==> config.mk <==
export PLATFORM = sky130hd
export DESIGN_NAME = gbc_mark_unit
export DESIGN_NICKNAME = d
export VERILOG_FILES = /design/src/sv/gbc_pkg.sv /design/src/sv/gbc_ram.sv /design/src/sv/gbc_mark_unit.sv
export SDC_FILE = /design/constraint.sdc
export NUM_CORES = 1
export LEC_CHECK = 0
export BUFFER_PORTS_ARGS = -buffer_cell sky130_fd_sc_hd__buf_2
export CAP_MARGIN = 20
export CORE_MARGIN = 4
export CORE_UTILIZATION = 60
export CTS_BUF_LIST = sky130_fd_sc_hd__clkbuf_8
export CTS_CLUSTER_DIAMETER = 200
export DETAILED_ROUTE_END_ITERATION = 8
export PLACE_DENSITY = 0.76
export SYNTH_ARGS = -nofsm -noshare
export SYNTH_HDL_FRONTEND = slang
export SYNTH_SLANG_ARGS = --single-unit
==> constraint.sdc <==
create_clock -name i_clk -period 5.46 [get_ports i_clk]
set_input_delay 0 -clock i_clk [delete_from_list [all_inputs] [get_ports i_clk]]
set_output_delay 0 -clock i_clk [all_outputs]
set_load 0.03 [all_outputs]
==> src/sv/gbc_pkg.sv <==
package gbc_pkg;

    localparam int BUFFER_BYTES_DEF = 4096;
    localparam int MARK_COUNT_DEF   = 16;

    localparam int CFG_IDX_W  = 4;
    localparam int CFG_DATA_W = 15;

    localparam logic [CFG_IDX_W-1:0] CFG_FORE_BLOCKS = 4'd0;
    localparam logic [CFG_IDX_W-1:0] CFG_END_BLOCKS  = 4'd1;

    typedef enum logic [1:0] {
        CMD_MOVE  = 2'd0,
        CMD_WMARK = 2'd1,
        CMD_WBYTE = 2'd2,
        CMD_READ  = 2'd3
    } t_cmd;

    typedef struct packed {
        t_cmd               cmd;
        logic [11:0]        position;
        logic [3:0]         mark_index;
        logic signed [15:0] mark_block;
        logic [7:0]         text_byte;
    } t_item;

    typedef struct packed {
        logic [11:0]        gap_low;
        logic [11:0]        gap_high;
        logic [11:0]        mark_position;
        logic signed [15:0] mark_block_out;
        logic [7:0]         byte_out;
    } t_result;

    // requests from the sequencer to the mark unit
    typedef struct packed {
        logic scan;
        logic write;
        logic read;
    } t_mark_ctl;

    // requests from the sequencer to the copy unit
    typedef struct packed {
        logic start;
        logic dir_up;
        logic wr;
        logic rd;
    } t_copy_ctl;

endpackage

==> src/sv/gbc_ram.sv <==
module gbc_ram #(
    parameter int DEPTH = 16,
    parameter int WIDTH = 8
) (
    input  logic                     i_clk,
    input  logic                     i_we,
    input  logic [$clog2(DEPTH)-1:0] i_waddr,
    input  logic [WIDTH-1:0]         i_wdata,
    input  logic                     i_re,
    input  logic [$clog2(DEPTH)-1:0] i_raddr,
    output logic [WIDTH-1:0]         o_rdata
);

    logic [WIDTH-1:0] r_mem [DEPTH];
    logic [WIDTH-1:0] r_rdata;

    always_ff @(posedge i_clk) begin
        if (i_we) begin
            r_mem[i_waddr] <= i_wdata;
        end
        if (i_re) begin
            r_rdata <= r_mem[i_raddr];
        end
    end

    assign o_rdata = r_rdata;

endmodule

==> src/sv/gbc_mark_unit.sv <==
module gbc_mark_unit #(
    parameter int BUFFER_BYTES = gbc_pkg::BUFFER_BYTES_DEF,
    parameter int MARK_COUNT   = gbc_pkg::MARK_COUNT_DEF,
    parameter int PW           = 12,
    parameter int MIW          = 4
) (
    input  logic                 i_clk,
    input  logic                 i_rst_n,
    input  gbc_pkg::t_mark_ctl   i_ctl,
    input  logic [MIW-1:0]       i_idx,
    input  logic [PW-1:0]        i_wr_pos,
    input  logic [15:0]          i_wr_blk,
    input  logic [PW-1:0]        i_target,
    input  logic [PW-1:0]        i_gap_start,
    input  logic [PW-1:0]        i_gap_end,
    input  logic [14:0]          i_fore_cnt,
    input  logic [14:0]          i_end_cnt,
    output logic                 o_busy,
    output logic [PW-1:0]        o_rd_pos,
    output logic [15:0]          o_rd_blk
);

    localparam int EW = PW + 16;
    localparam logic [PW-1:0] RST_POS = PW'(BUFFER_BYTES - 1);

    logic [MARK_COUNT-1:0] r_vld;
    logic                  r_vld_q;
    logic                  r_scan;
    logic [MIW-1:0]        r_k;
    logic                  r_pend;
    logic [MIW-1:0]        r_pend_k;

    logic           we;
    logic [MIW-1:0] waddr;
    logic [EW-1:0]  wdata;
    logic           re;
    logic [MIW-1:0] raddr;
    logic [EW-1:0]  q;

    logic [PW-1:0] cur_pos;
    logic [15:0]   cur_blk;
    logic [PW-1:0] new_pos;
    logic [15:0]   new_blk;
    logic [PW-1:0] gap_size;
    logic          drop;

    gbc_ram #(
        .DEPTH (MARK_COUNT),
        .WIDTH (EW)
    ) u_ram (
        .i_clk   (i_clk),
        .i_we    (we),
        .i_waddr (waddr),
        .i_wdata (wdata),
        .i_re    (re),
        .i_raddr (raddr),
        .o_rdata (q)
    );

    // an entry never written holds its reset value
    assign cur_pos  = r_vld_q ? q[EW-1:16] : RST_POS;
    assign cur_blk  = r_vld_q ? q[15:0] : 16'd0;
    assign gap_size = i_gap_end - i_gap_start;

    always_comb begin
        new_pos = cur_pos;
        new_blk = cur_blk;
        drop    = 1'b0;
        if (cur_blk != 16'd0) begin
            // spilled mark: drop it when its block lies past the extension
            if (cur_blk[15]) begin
                drop = (~cur_blk) > {1'b0, i_end_cnt};
            end else begin
                drop = (cur_blk - 16'd1) > {1'b0, i_fore_cnt};
            end
            if (drop) begin
                new_pos = '0;
                new_blk = 16'd0;
            end
        end else if (cur_pos != '0) begin
            priority if (i_target < i_gap_start && cur_pos >= i_target
                         && cur_pos <= i_gap_start) begin
                new_pos = cur_pos + gap_size;
            end else if (i_target > i_gap_end && cur_pos >= i_gap_end
                         && cur_pos < i_target) begin
                new_pos = cur_pos - gap_size;
            end else if (cur_pos >= i_gap_start && cur_pos < i_gap_end) begin
                new_pos = i_gap_start;
            end else begin
                new_pos = cur_pos;
            end
        end
    end

    assign we    = r_pend | i_ctl.write;
    assign waddr = r_pend ? r_pend_k : i_idx;
    assign wdata = r_pend ? {new_pos, new_blk} : {i_wr_pos, i_wr_blk};
    assign re    = r_scan | i_ctl.read;
    assign raddr = r_scan ? r_k : i_idx;

    always_ff @(posedge i_clk) begin
        if (!i_rst_n) begin
            r_vld  <= '0;
            r_scan <= 1'b0;
            r_pend <= 1'b0;
            r_k    <= '0;
        end else begin
            if (we) begin
                r_vld[waddr] <= 1'b1;
            end
            r_pend <= r_scan;
            if (i_ctl.scan) begin
                r_scan <= 1'b1;
                r_k    <= '0;
            end else if (r_scan) begin
                if (r_k == MIW'(MARK_COUNT - 1)) begin
                    r_scan <= 1'b0;
                end else begin
                    r_k <= r_k + 1'b1;
                end
            end
        end
    end

    always_ff @(posedge i_clk) begin
        r_pend_k <= r_k;
        if (re) begin
            r_vld_q <= r_vld[raddr];
        end
    end

    assign o_busy   = r_scan | r_pend;
    assign o_rd_pos = cur_pos;
    assign o_rd_blk = cur_blk;

endmodule

# Word-level counts from Yosys, hierarchy flattened
# Memories as Yosys holds them, arrays and structs flattened. A register that Yosys moved wholly into a read port is not among the register bits.
# Index checks and enable logic that the tools add are counted.
[totals]
reg_bits = 27
ramBits = 448
out_inout_bits = 29
elab_cells = 67
n_memories = 1
[memory_table]
columns = ["name", "words", "width", "read_ports", "rd_ports_with_merged_regs", "write_ports", "line_no", "rtl"]
rows = [
  ["u_ram.r_mem", 16, 28, 1, 1, 1, "gbc_ram.sv:14", "logic [WIDTH-1:0] r_mem [DEPTH];"],
]
[op_classes]
addsub = 5
n_lt_le_gt_ge = 13
eq_ne = 1
mux = 24
bitwise = 7
reduce_logical = 10
[ops]
columns = ["op", "count"]
rows = [
  ["$mux 12", 7],
  ["$mux 16", 3],
  ["$ge 12x12->1", 3],
  ["$lt 12x12->1", 3],
  ["$gt 16x15->1", 2],
  ["$mux 28", 1],
  ["$sub 12x12->12", 2],
  ["$not 16->16", 1],
  ["$or 16x16->16", 1],
  ["$reduce_bool 16->1", 1],
  ["$sub 16x1->16 const B", 1],
  ["$add 12x12->12", 1],
  ["$gt 12x12->1", 1],
  ["$le 12x12->1", 1],
  ["$reduce_bool 12->1", 1],
  ["$lt 4x5->1 const B", 2],
  ["$mux 1", 9],
  ["$mux 4", 2],
  ["$logic_and 1x1->1", 6],
  ["$add 4x1->4 const B", 1],
  ["$bmux 1 s4", 1],
  ["$demux 1 s4", 1],
  ["$eq 4x4->1 const B", 1],
  ["$ge 4x1->1 const B", 1],
  ["other kinds (4)", 7],
]

# Logic depth before layout (Yosys ltp)
[depth]
word_depth = 9
ltp_mapped = 20
ltp_nobuf = 20

# Modules after synthesis
# Synthesis repeated with hierarchy kept, for this count alone.
[unflattened]
hier_cells = 1566
area_unflattened_um2 = 23840.4
[by_module_without_submodules]
columns = ["module", "instances", "cells_each", "area_per_inst_um2", "seq_area_each_um2"]
rows = [
  ["gbc_ram", 1, 735, 17814.6, 14293.7],
  ["gbc_mark_unit", 1, 831, 6025.8, 550.5],
]

# Least setup slack after synthesis
# Ideal clock, no wire load.
[synth_timing]
kind = "flip-flop to flip-flop"
startpoint = "register r_vld_q"
endpoint = "memory u_ram.r_mem[0][27] (netlist name) (data pin)"
t_arrival_ns = 4.314
setup_slack_ns = 0.847
path_stages_with_launch = 17
path_buffers = 4
path_cell_list = "edfxtp_1 -> clkbuf_1 -> clkbuf_1 -> clkbuf_1 -> nor2b_1 -> inv_1 -> ha_1 -> clkbuf_1 -> or3_1 -> o2111ai_1 -> a21oi_1 -> o21ba_2 -> o31a_1 -> o31ai_1 -> xor2_1 -> o21ai_0 -> a22oi_1"
[synth_between]
elab_chain_len = 9
[synth_rtl]
columns = ["item", "line_no", "rtl"]
rows = [
  ["start: declaration", "gbc_mark_unit.sv:27", "logic r_vld_q;"],
  ["start signal: assignment", "gbc_mark_unit.sv:128", "r_vld_q <= r_vld[raddr];"],
  ["$mux 12 (*)", "gbc_mark_unit.sv:61", "assign cur_pos = r_vld_q ? q[EW-1:16] : RST_POS;"],
  ["named net o_rd_pos[2]", "gbc_mark_unit.sv:19", "output logic [PW-1:0] o_rd_pos,"],
  ["$ge 12x12->1 (tied with other cells)", "gbc_mark_unit.sv:87", "end else if (cur_pos >= i_gap_start && cur_pos < i_gap_end) begin"],
  ["$logic_and 1x1->1 (on tied branches)", "gbc_mark_unit.sv:87, gbc_mark_unit.sv:84", ""],
  ["$mux 12 or $logic_and 1x1->1 (tied branches)", "gbc_mark_unit.sv:87, gbc_mark_unit.sv:85", ""],
  ["$mux 12", "gbc_mark_unit.sv:84", "end else if (i_target > i_gap_end && cur_pos >= i_gap_end"],
  ["$mux 12", "gbc_mark_unit.sv:81", "priority if (i_target < i_gap_start && cur_pos >= i_target"],
  ["$mux 12 (*)", "gbc_mark_unit.sv:80", "end else if (cur_pos != '0) begin"],
  ["$mux 12 (*)", "gbc_mark_unit.sv:69", "if (cur_blk != 16'd0) begin"],
  ["$mux 28 (*)", "gbc_mark_unit.sv:97", "assign wdata = r_pend ? {new_pos, new_blk} : {i_wr_pos, i_wr_blk};"],
  ["named net u_ram.i_wdata[27]", "gbc_ram.sv:8", "input logic [WIDTH-1:0] i_wdata,"],
  ["end: declaration", "gbc_ram.sv:14", ""],
]
# Mark *: on every way through the listed nets, which the timed path passes. The rest lies on a longest branch. The select of a mux whose other input is x is not followed.

# Worst setup path after layout
[layout_timing]
startpoint = "register r_vld_q"
endpoint = "memory u_ram.r_mem[0][20] (netlist name) (data pin)"
[layout_between]
elab_chain_len = 9
[layout_rtl]
columns = ["item", "line_no"]
rows = [
  ["branches (longest 7 deep; another with $sub 16x1->16)", "n/a"],
  ["$mux 12 (*)", "gbc_mark_unit.sv:69"],
  ["$mux 28 (*)", "gbc_mark_unit.sv:97"],
  ["named net u_ram.i_wdata[20]", "gbc_ram.sv:8"],
]
# Mark *: on every way through the listed nets, which the timed path passes. The select of a mux whose other input is x is not followed.

==> impl_metrics.csv <==
group,metric,value,unit
outcome,status,"finished with violations",
outcome,violations,"negative hold slack",
detailed_routing,drt-total-wl,59300,microns
cts,cts_tree,"built",
cells_and_area,nFillCells,2533,
cts,cts_inserted_buffers,72,
synth,ys_warn_count,0,
synth,synth_area,0.0237,sq mm
synth,synth_top_area_cell,"edfxtp_1",
global_route,grt_max_degree,69,
pwr,leakagePower,9.98,nW
worst_setup_path,crit_fanout,15,
cells_and_area,regArea,0.0148,sq mm
synth,synth_commonest_cells,"edfxtp_1 (477), inv_1 (133), ha_1 (122)",
worst_setup_path,r2r_cells,12,
detailed_routing,dr_wl_met3,5480,microns
detailed_routing,drtIter0Drc,1622,
synth,synth_top_area_share,0.605,
synth,synth_edf_count,477,
worst_setup_path,required,5800,ps
synth,synth-async-reset-ratio,0,
worst_setup_path,r2r_slack,880,ps
worst_setup_path,cp.arrival,4920,ps
worst_hold_path,hold_path_class,"input pin to register",
synth,avgSynthCellArea,15.1,sq um
sta,worst_slew_pin_slew,1010,ps
worst_setup_path,path_depth,12,
detailed_routing,vias,15000,
sta,finalSetupTns,0,ps
synth,yosysUniqueCellTypes,66,
sta,drv_slew,0,
cells_and_area,layout-drive-gt1-share,0.229,
die,dieWidth,207,microns
worst_setup_path,cp-startpoint,"r_vld_q",
die,start_util,0.610,
worst_setup_path,slowest_stage,"edfxtp_1",
sta,setup_violations,0,
run,cap_violations,0,
cts,cts_sinks,503,
worst_setup_path,max_stage_delay,720,ps
global_route,grt_pass1_vias,15000,
synth,synth_most_common_cell,"edfxtp_1",
sta,rsz0062_at_grt,"no",
synth,synth_nets,1801,
detailed_routing,wl_per_cell,25.1,microns
worst_setup_path,cp_common_cell,"nor2b_1",
sta,worst_hold_slack,-13.9,ps
cells_and_area,nNetsFinal,2022,
cells_and_area,area_growth_syn_to_layout,13.5,%
place,dp_hpwl,37200,microns
worst_setup_path,cp_num_buf_inv,1,
worst_setup_path,start_kind,"register",
sta,max_slew_margin,0.324,
synth,synth_top_flop_cell,"edfxtp_1",
cells_and_area,num_antenna_cells,0,
place,placement.io_buffers,131,
worst_setup_path,cp-endpoint,"u_ram.r_mem[0][20]",
cts,htreeDepth,3,
detailed_routing,top_layer_used,"met4",
cts,clk_path_buf_depth,3,
die,die_area,0.0427,sq mm
die,core-area,0.0388,sq mm
sta,min_period,4580,ps
cts,clockRootBuffer,"clkbuf_8",
die,io_pins,132,
worst_setup_path,r2r-start,"r_vld_q",
sta,timing.final.crit_share,0.839,
synth,yosys-top-cells-area,"edfxtp_1 (60%), mux4_2 (11%), ha_1 (6.4%)",
pwr,peakVddDrop,0.150,mV
cells_and_area,multi_input_area,0.00826,sq mm
pwr,p_per_area,324,mW/mm^2
detailed_routing,drt-met1-wl,23300,microns
detailed_routing,route.met2.wl,29000,microns
detailed_routing,dr.pass1.iters,5,
sta,finClkSkew,42.4,ps
pwr,power,8.72,mW
global_route,grt_antenna_before_repair,1,
cts,cts_setup_buffers,0,
global_route,grt_pass1_wl,87900,microns
worst_setup_path,worstSetupEndpointType,"register",
sta,max_freq,0.218,GHz
worst_setup_path,worst-setup-path-type,"register to register",
detailed_routing,avgViaCountPerCell,6.32,
synth,synthCells,1573,
global_route,track_usage,0.278,
cts,clock_latency,610,ps
worst_setup_path,critPathTopFamily,"compound AO/OA/AOI/OAI gates",
die,row_count,72,
detailed_routing,drc,0,
sta,final-hold-violation-count,11,
detailed_routing,drtAntennaViolNets,0,
synth,yosysSeqAreaShare,0.627,
worst_setup_path,path_cells,"nand2b_1, ha_1, nor2b_1, o21a_1, o211ai_1, nand3_1, o2111ai_1, nor2b_1, a221o_1, a22oi_1, o221ai_1, buf_4",
cells_and_area,fin_util,0.692,
synth,synth_seq_cells,503,
worst_setup_path,worstReg2RegEnd,"u_ram.r_mem[0][20]",
place,place.gp.congestion,0.909,
global_route,grt_overflow_total,0,
die,die_h,207,microns
cts,path_clk_slew,70,ps
-- cell usage in the layout, fill, tap and decap left out, types with 15 or more instances in the layout --
cell type	count
nor2_1	32
a31oi_1	36
a211oi_1	37
o21a_1	21
a21oi_1	56
nand2b_1	24
a21o_1	17
buf_4	55
mux4_2	116
and2_1	32
o22ai_1	19
xnor2_1	24
o21ai_0	26
dlygate4sd3_1	20
clkinv_1	20
nand2_1	102
edfxtp_1	477
ha_1	122
clkbuf_8	74
inv_1	157
nor2b_1	15
nor2_4	16
dfxtp_1	25
buf_2	131
-- worst min-delay path by stage --
stage,from,depth (start not counted),to
4_1_cts,i_wr_blk[6],4,u_ram.r_mem[9][6]
5_1_grt,i_wr_pos[6],4,u_ram.r_mem[1][22]
3_5_place_dp,i_ctl[2],2,r_scan
2_1_floorplan,i_ctl[2],1,r_scan
3_3_place_gp,i_ctl[2],2,r_scan
6_report,i_wr_pos[6],4,u_ram.r_mem[1][22]
-- final cells by class --
cell class                 instances  area share
clock buffer                      74      0.0379
clock inverter                    54     0.00973
multi-input combinational        874       0.307
timing repair buffer             210      0.0502
sequential                       503       0.552
tap                              518      0.0241
inverter                         133      0.0186
-- metrics by stage --
step	cells	setup WS [ps]	hold WS [ps]	cell area (sq um)
global placement	2211	563	231	25400
finish	2366	878	-13.9	26900
floorplan	1573	847	124	23700
CTS	2356	372	14.9	26800
global route	2366	592	0.901	26900
detailed placement	2211	428	227	25400
-- metal layers --
| metal | GRT usage | vias to the layer above |
|---|---|---|
| met5 | 0 | - |
| met4 | 0.0847 | 0 |
| met3 | 0.0530 | 92 |
| met2 | 0.459 | 797 |
| met1 | 0.382 | 7480 |
| li1 | - | 6590 |
-- logic make-up (layout without fill, tap and decap cells) --
family,after synthesis,count (layout),synth area share
XOR/XNOR,31,31,0.0115
AO/OA/AOI/OAI,287,287,0.0827
multiplexers,131,131,0.117
adder cells (fa/ha/maj),126,126,0.0674
flip-flops,503,503,0.627
buffers and inverters,196,471,0.0317
AND/OR/NAND/NOR,299,299,0.0634
-- flip-flops by register name, summed over array words and instances (netlist names) --
name and flops:
r_vld_q 1, r_k 4, r_scan 1, u_ram.r_mem 448, r_vld 16, r_pend 1
u_ram.o_rdata 28, r_pend_k 4
-- timing repair --
action	CTS	global route
hold buffers	17	3
gates resized for setup	0	0
endpoints found under the hold margin	225	10
-- power breakdown --
group / internal, mW / leakage [nW] / switching (mW)
sequential: 4.40 / 4.56 / 0.0433
clock: 1.31 / 0.738 / 1.36
combinational: 0.634 / 4.67 / 0.977
-- worst min-delay path, stage by stage --
cell,delay (ps)
buf_2,90
nand2b_1,60
o221ai_1,70
buf_4,220
Power figures use the tool's default switching activity.
